$ cat src/rtl/tqlb_div.sv
// ----------------------------------------------------------------------------
// tqlb_div
// Restoring unsigned divider, one quotient bit per cycle.
// ----------------------------------------------------------------------------
module tqlb_div #(
    parameter int DW = 44,
    parameter int VW = 17
) (
    input  logic          i_clk,
    input  logic          i_rst_n,
    input  logic          i_start,
    input  logic [DW-1:0] i_dividend,
    input  logic [VW-1:0] i_divisor,
    output logic [DW-1:0] o_quotient,
    output logic          o_done
);

    localparam int CNT_W = $clog2(DW + 1);

    logic [DW-1:0]    r_quo;
    logic [VW-1:0]    r_rem;
    logic [VW-1:0]    r_div;
    logic [CNT_W-1:0] r_cnt;
    logic             r_busy;
    logic             r_done;
    logic [VW:0]      n_sh;
    logic [VW:0]      n_diff;

    // Shift in next dividend bit and trial subtract
    always_comb begin
        n_sh   = {r_rem, r_quo[DW-1]};
        n_diff = n_sh - {1'b0, r_div};
    end

    always_ff @(posedge i_clk) begin
        if (!i_rst_n) begin
            r_busy <= 1'b0;
            r_done <= 1'b0;
            r_cnt  <= '0;
        end else begin
            r_done <= 1'b0;
            if (i_start) begin
                r_busy <= 1'b1;
                r_cnt  <= CNT_W'(DW);
                r_quo  <= i_dividend;
                r_rem  <= '0;
                r_div  <= i_divisor;
            end else if (r_busy) begin
                if (n_sh >= {1'b0, r_div}) begin
                    r_rem <= n_diff[VW-1:0];
                    r_quo <= {r_quo[DW-2:0], 1'b1};
                end else begin
                    r_rem <= n_sh[VW-1:0];
                    r_quo <= {r_quo[DW-2:0], 1'b0};
                end
                r_cnt <= r_cnt - 1'b1;
                if (r_cnt == CNT_W'(1)) begin
                    r_busy <= 1'b0;
                    r_done <= 1'b1;
                end
            end
        end
    end

    assign o_quotient = r_quo;
    assign o_done     = r_done;

endmodule

$ cat config.mk
export PLATFORM = sky130hd
export DESIGN_NAME = tqlb_div
export DESIGN_NICKNAME = d
export VERILOG_FILES = /design/src/rtl/tqlb_div.sv
export SDC_FILE = /design/constraint.sdc
export NUM_CORES = 1
export LEC_CHECK = 0
export ABC_AREA = 1
export BUFFER_PORTS_ARGS = -buffer_cell sky130_fd_sc_hd__buf_2
export CAP_MARGIN = 20
export CORE_MARGIN = 2
export CORE_UTILIZATION = 40
export CTS_CLUSTER_SIZE = 8
export DETAILED_ROUTE_END_ITERATION = 8
export PLACE_DENSITY = 0.65
export SLEW_MARGIN = 20
export SYNTH_ARGS = -nofsm -noshare
export SYNTH_HDL_FRONTEND = slang
export SYNTH_SLANG_ARGS = --single-unit
$ cat constraint.sdc
create_clock -name i_clk -period 2.4 [get_ports i_clk]
set_input_delay 0.12 -clock i_clk [delete_from_list [all_inputs] [get_ports i_clk]]
set_output_delay 0.12 -clock i_clk [all_outputs]
set_load 0.1 [all_outputs]
=== Word-level counts from Yosys, hierarchy flattened ===
Index checks and enable logic that the tools add are counted.

* Bits in registers: 86
* Input port bits: 64
* Output and inout bits: 45
* Logic and storage cells: 29

* Add/sub/neg operators: 2
* Magnitude comparators: 1
* Equality and inequality tests: 1
* Multiplexer cells: 11
* Bitwise gates (word level): 2
* Reduce and logical (&&, ||, !) cells: 5

{| class="wikitable"
|+ Operators by type and width
! cell !! count
|-
| 2-to-1 mux 44 bit || 2
|-
| 2-to-1 mux 17 bit || 2
|-
| >= comparator 18 x 17 -> 1 bit || 1
|-
| subtractor 17 bit || 1
|-
| 2-to-1 mux 6 bit || 2
|-
| equality test 6 x 1 -> 1 bit (second input constant) || 1
|-
| subtractor 6 x 1 -> 6 bit (second input constant) || 1
|-
| 2-to-1 mux 1 bit || 5
|-
| AND reduction 2 bit || 2
|-
| OR reduction 3 bit || 1
|-
| inverter 1 bit || 2
|-
| nonzero test 2 bit || 1
|-
| OR reduction 2 bit || 1
|}

=== Logic depth before layout (Yosys ltp) ===
* Depth in word-level cells: 4
* Gate-level depth with buffers: 15
* Gate-level depth less buffers: 14

=== Worst setup path before layout ===
No wires, ideal clock.

* Path type: register to register
* Start point: reg r_quo[43], in the netlist o_quotient[43]
* End point: reg r_rem[16] (data pin)
* Setup time: 251 ps
* Arrival time: 2264 ps
* Data required time: 2149 ps
* Setup slack: -115 ps
* Cell stages (with the launch flop): 15
* Path buffers: 0
* Period minus slack after synthesis: 2515 ps
* Cell sequence: edfxtp_1 -> inv_1 -> ha_1 -> inv_1 -> fa_1 -> nand3_1 -> nand3_1 -> nand2_1 -> nand2_1 -> nand2_1 -> nand2_1 -> nand2_1 -> nand2_1 -> nor2_2 -> nor2_1

* Cells in the longest elaborated chain, start to end: 3
* Elaborated cells between the ends (all ways): 4
* Classes of those cells: 1 x add/sub; 1 x order compare; 2 x mux

{| class="wikitable"
|+ Ends and longest elaborated chain
! element !! RTL line !! RTL
|-
| start, declared || 20 || <nowiki>logic [DW-1:0] r_quo;</nowiki>
|-
| start signal, assigned || 45 || <nowiki>r_quo <= i_dividend;</nowiki>
|-
| start signal, assigned || 51 || <nowiki>r_quo <= {r_quo[DW-2:0], 1'b1};</nowiki>
|-
| start signal, assigned || 54 || <nowiki>r_quo <= {r_quo[DW-2:0], 1'b0};</nowiki>
|-
| subtractor 17 bit / >= comparator 18 x 17 -> 1 bit (equally long branches) || 32, 49 ||
|-
| 2-to-1 mux 17 bit * || 49 || <nowiki>if (n_sh >= {1'b0, r_div}) begin</nowiki>
|-
| 2-to-1 mux 17 bit * || 48 || <nowiki>end else if (r_busy) begin</nowiki>
|-
| end signal, assigned || 50 || <nowiki>r_rem <= n_diff[VW-1:0];</nowiki>
|-
| end signal, assigned || 53 || <nowiki>r_rem <= n_sh[VW-1:0];</nowiki>
|-
| end, declared || 21 || <nowiki>logic [VW-1:0] r_rem;</nowiki>
|}

Mark *: on every way between the ends. The rest lies on a longest branch, timed or not. The select of a mux whose other input is x is not followed.
A chain may end at the register's enable or synchronous reset.

=== Final worst setup path ===
* Start point: reg r_rem[10]
* End point: reg r_rem[5] (data pin)

* Cells in the longest elaborated chain, start to end: 3

{| class="wikitable"
|+ Ends and longest elaborated chain
! element !! RTL line
|-
| >= comparator 18 x 17 -> 1 bit || 49
|-
| 2-to-1 mux 17 bit || 49
|-
| 2-to-1 mux 17 bit || 48
|}

Every way passes these cells. The select of a mux whose other input is x is not followed.

==> impl_metrics.tcl <==
set metrics [dict create \
    seqPwrFrac 0.395 \
    synth_async_sr_flop_share 0 \
    start_util 0.4094 \
    antenna_found_initial 0 \
    syn-num-nets 695 \
    grt_pass1_vias 4173 \
    io-pin-count 109 \
    synth_common_cells "nand2_1, inv_1, edfxtp_1" \
    power_density_nw_per_um2 787.5 \
    areaGrowthSynthToFinish_pct 24.65 \
    grt_max_degree 42 \
    first_pass_iters 4 \
    p_int_uw 2973 \
    period_needed_ns 2.140 \
    ys_seq_area_frac 0.5110 \
    yosys.area.top_type "edfxtp_1" \
    critPathKind "flip-flop to flip-flop" \
    htreeDepth 3 \
    synth_top_area_frac 0.4783 \
    dp_hpwl_um 8382 \
    critPathCaptureType "flip-flop" \
    power.leakage_uw 0.003167 \
    wire_per_inst_um 12.95 \
    drv_slew 0 \
    syn-cell-area_um2 4897 \
    grt.total_usage 0.1870 \
    stdcell_area_um2 6105 \
    diodes 0 \
    cts_tree "yes" \
    final_hold_viol_count 0 \
    io_buffers 108 \
    coreArea_um2 11960 \
    hold-worst-slack_ns 0.03716 \
    cp-start-kind "flip-flop" \
    crit_required_ns 2.50 \
    yosysMostFrequentCell "nand2_1" \
    clock_sinks 86 \
    drt_iter0_drc 160 \
    yosysWarnings 0 \
    routed_wl_um 11590 \
    status "complete, no violations" \
    ir_drop_mv 0.4454 \
    die_w_um 114.7 \
    max-slew-margin-rel 0.6406 \
    p_sw_uw 1835 \
    synth_seq_cells 86 \
    fin_util 0.5104 \
    die_h_um 114.7 \
    synth_edf_count 78 \
    drv_cap 0 \
    synth_area_leaders "edfxtp_1, nand2_1, inv_1" \
    fmax_ghz 0.4673 \
    dpl-instance-area_um2 5632 \
    finalPower_uw 4807 \
    clk_pin_slew_worst_paths_ns 0.07 \
    cts_buffers 9 \
    layout-drive-gt1-share 0.2179 \
    syn-mean-instance-area_um2 8.015 \
    dieArea_um2 13140 \
    clockBufferDepth 2 \
    hold_path_class "input pin to flip-flop" \
    worst_slew_pin_slew_ns 0.5390 \
    final_nets 827 \
    cp_max_fo 6 \
    grt_overflow_total 0 \
    setup_viol 0 \
    vias_per_cell 4.682 \
    drc 0 \
    grt_pass1_wl_um 19250 \
    comb_power_share 0.329 \
    routed-via-count 4190 \
    insertion_delay_ns 0.35 \
    cp.arrival_ns 2.24 \
    switching_share 0.3816 \
    clockRootBuffer "clkbuf_16" \
    gp_congestion 0.9663 \
    synth_cell_types 34 \
    skew_ns 0.009212 \
    yosys_most_used_dff "edfxtp_1" \
    finalCritPeriodShare 0.8916 \
    syn_inst 611 \
    fillers 1146 \
    rows 40 \
    ant_nets 0 \
    p_clk_frac 0.276 \
]
==> cell families after synthesis <==
group,synth area share
DFF,0.5110
xor gates and xnor gates,0.01252
and+or+nand+nor,0.3089
buffers and inverters,0.09325
adders and majority gates,0.05263
AOI/OAI and AO/OA,0.02172
==> registers in the layout, summed over array words and instances (netlist names) <==
signal      flops
o_quotient     44
r_div          17
r_rem          17
r_cnt           6
o_done          1
r_busy          1
==> per-layer routing <==
layer | up-vias | track usage | routed length [um]
li1 | 2164 | - | -
met1 | 1874 | 0.2360 | 5293
met2 | 138 | 0.3010 | 5290
met3 | 14 | 0.05717 | 778
met4 | 0 | 0.07236 | 224
met5 | - | 0 | 0
==> timing repair <==
| item | 4_1_cts | 5_1_grt |
|---|---|---|
| endpoints found under the hold margin | 17 | 0 |
| gates resized for setup | 0 | 0 |
| buffers inserted | 0 | 3 |
| endpoints found under the setup margin | 0 | 1 |
| hold buffers | 17 | 0 |
==> final cells by class <==
type | instances | area (um^2) | share of cell area
Clock buffer | 9 | 225.2 | 0.03689
Inverter | 97 | 364.1 | 0.05964
Multi-Input combinational cell | 412 | 1961 | 0.3212
Clock inverter | 7 | 55.05 | 0.009018
Timing Repair Buffer | 137 | 813.3 | 0.1332
Tap cell | 147 | 183.9 | 0.03013
Sequential cell | 86 | 2502 | 0.4099
==> power groups by stage <==
stage,Sequential (uW),Clock [uW],Combinational [uW]
2_1_floorplan,2390,0,766
3_3_place_gp,1920,0,1530
3_5_place_dp,1930,0,1550
4_1_cts,1900,1360,1570
5_1_grt,1920,1430,1750
6_report,1900,1330,1580
==> stage by stage <==
step,setup WS [ns],TNS [ns],instances
detailed placement,0.1477,0,859
global route,-0.02081,-0.02081,895
finish,0.2603,0,895
floorplan,-0.03472,-0.2267,611
global placement,0.2354,0,859
CTS,0.1671,0,892
==> final timing paths <==
check                               start                  endpoint  slack, ns  cells after the start
setup / recovery  r_rem[10]$_SDFFCE_PP0P_    r_rem[5]$_SDFFCE_PP0P_       0.26                     11
hold reg to reg     r_cnt[5]$_SDFFE_PN0N_     r_cnt[5]$_SDFFE_PN0N_       0.50                      2
hold / removal             i_dividend[14]  o_quotient[14]$_DFFE_PP_       0.04                      3
setup reg to reg  r_rem[10]$_SDFFCE_PP0P_    r_rem[5]$_SDFFCE_PP0P_       0.26                     11
==> critical path: stages (launching register included) <==
cell	delay [ns]
edfxtp_1	0.40
ha_1	0.39
nand2_1	0.12
nor2_2	0.21
nand2_1	0.11
inv_1	0.08
nand3_1	0.07
nand3b_1	0.15
nor2_4	0.05
buf_4	0.16
nor2_1	0.11
nor2_1	0.05
==> placed cells by master, fill, tap and decap left out, types with 2 or more instances in the layout <==
cell | Yosys | final
a21oi_1 | 9 | 9
and2_1 | 2 | 2
buf_2 | 2 | 108
buf_4 | 0 | 11
clkbuf_16 | 0 | 9
clkinv_1 | 1 | 2
clkinv_4 | 0 | 2
dfxtp_1 | 8 | 8
dlygate4sd3_1 | 0 | 17
edfxtp_1 | 78 | 78
ha_1 | 19 | 18
inv_1 | 93 | 92
inv_2 | 3 | 4
inv_6 | 0 | 2
nand2_1 | 255 | 254
nand2_2 | 5 | 6
nand3_1 | 32 | 29
nand3_2 | 4 | 7
nand4_1 | 3 | 3
nor2_1 | 50 | 50
nor2_2 | 7 | 7
nor3_1 | 5 | 5
o21ai_0 | 2 | 2
o31ai_1 | 2 | 2
xor2_1 | 6 | 6
(Power assumes the default switching activity.)
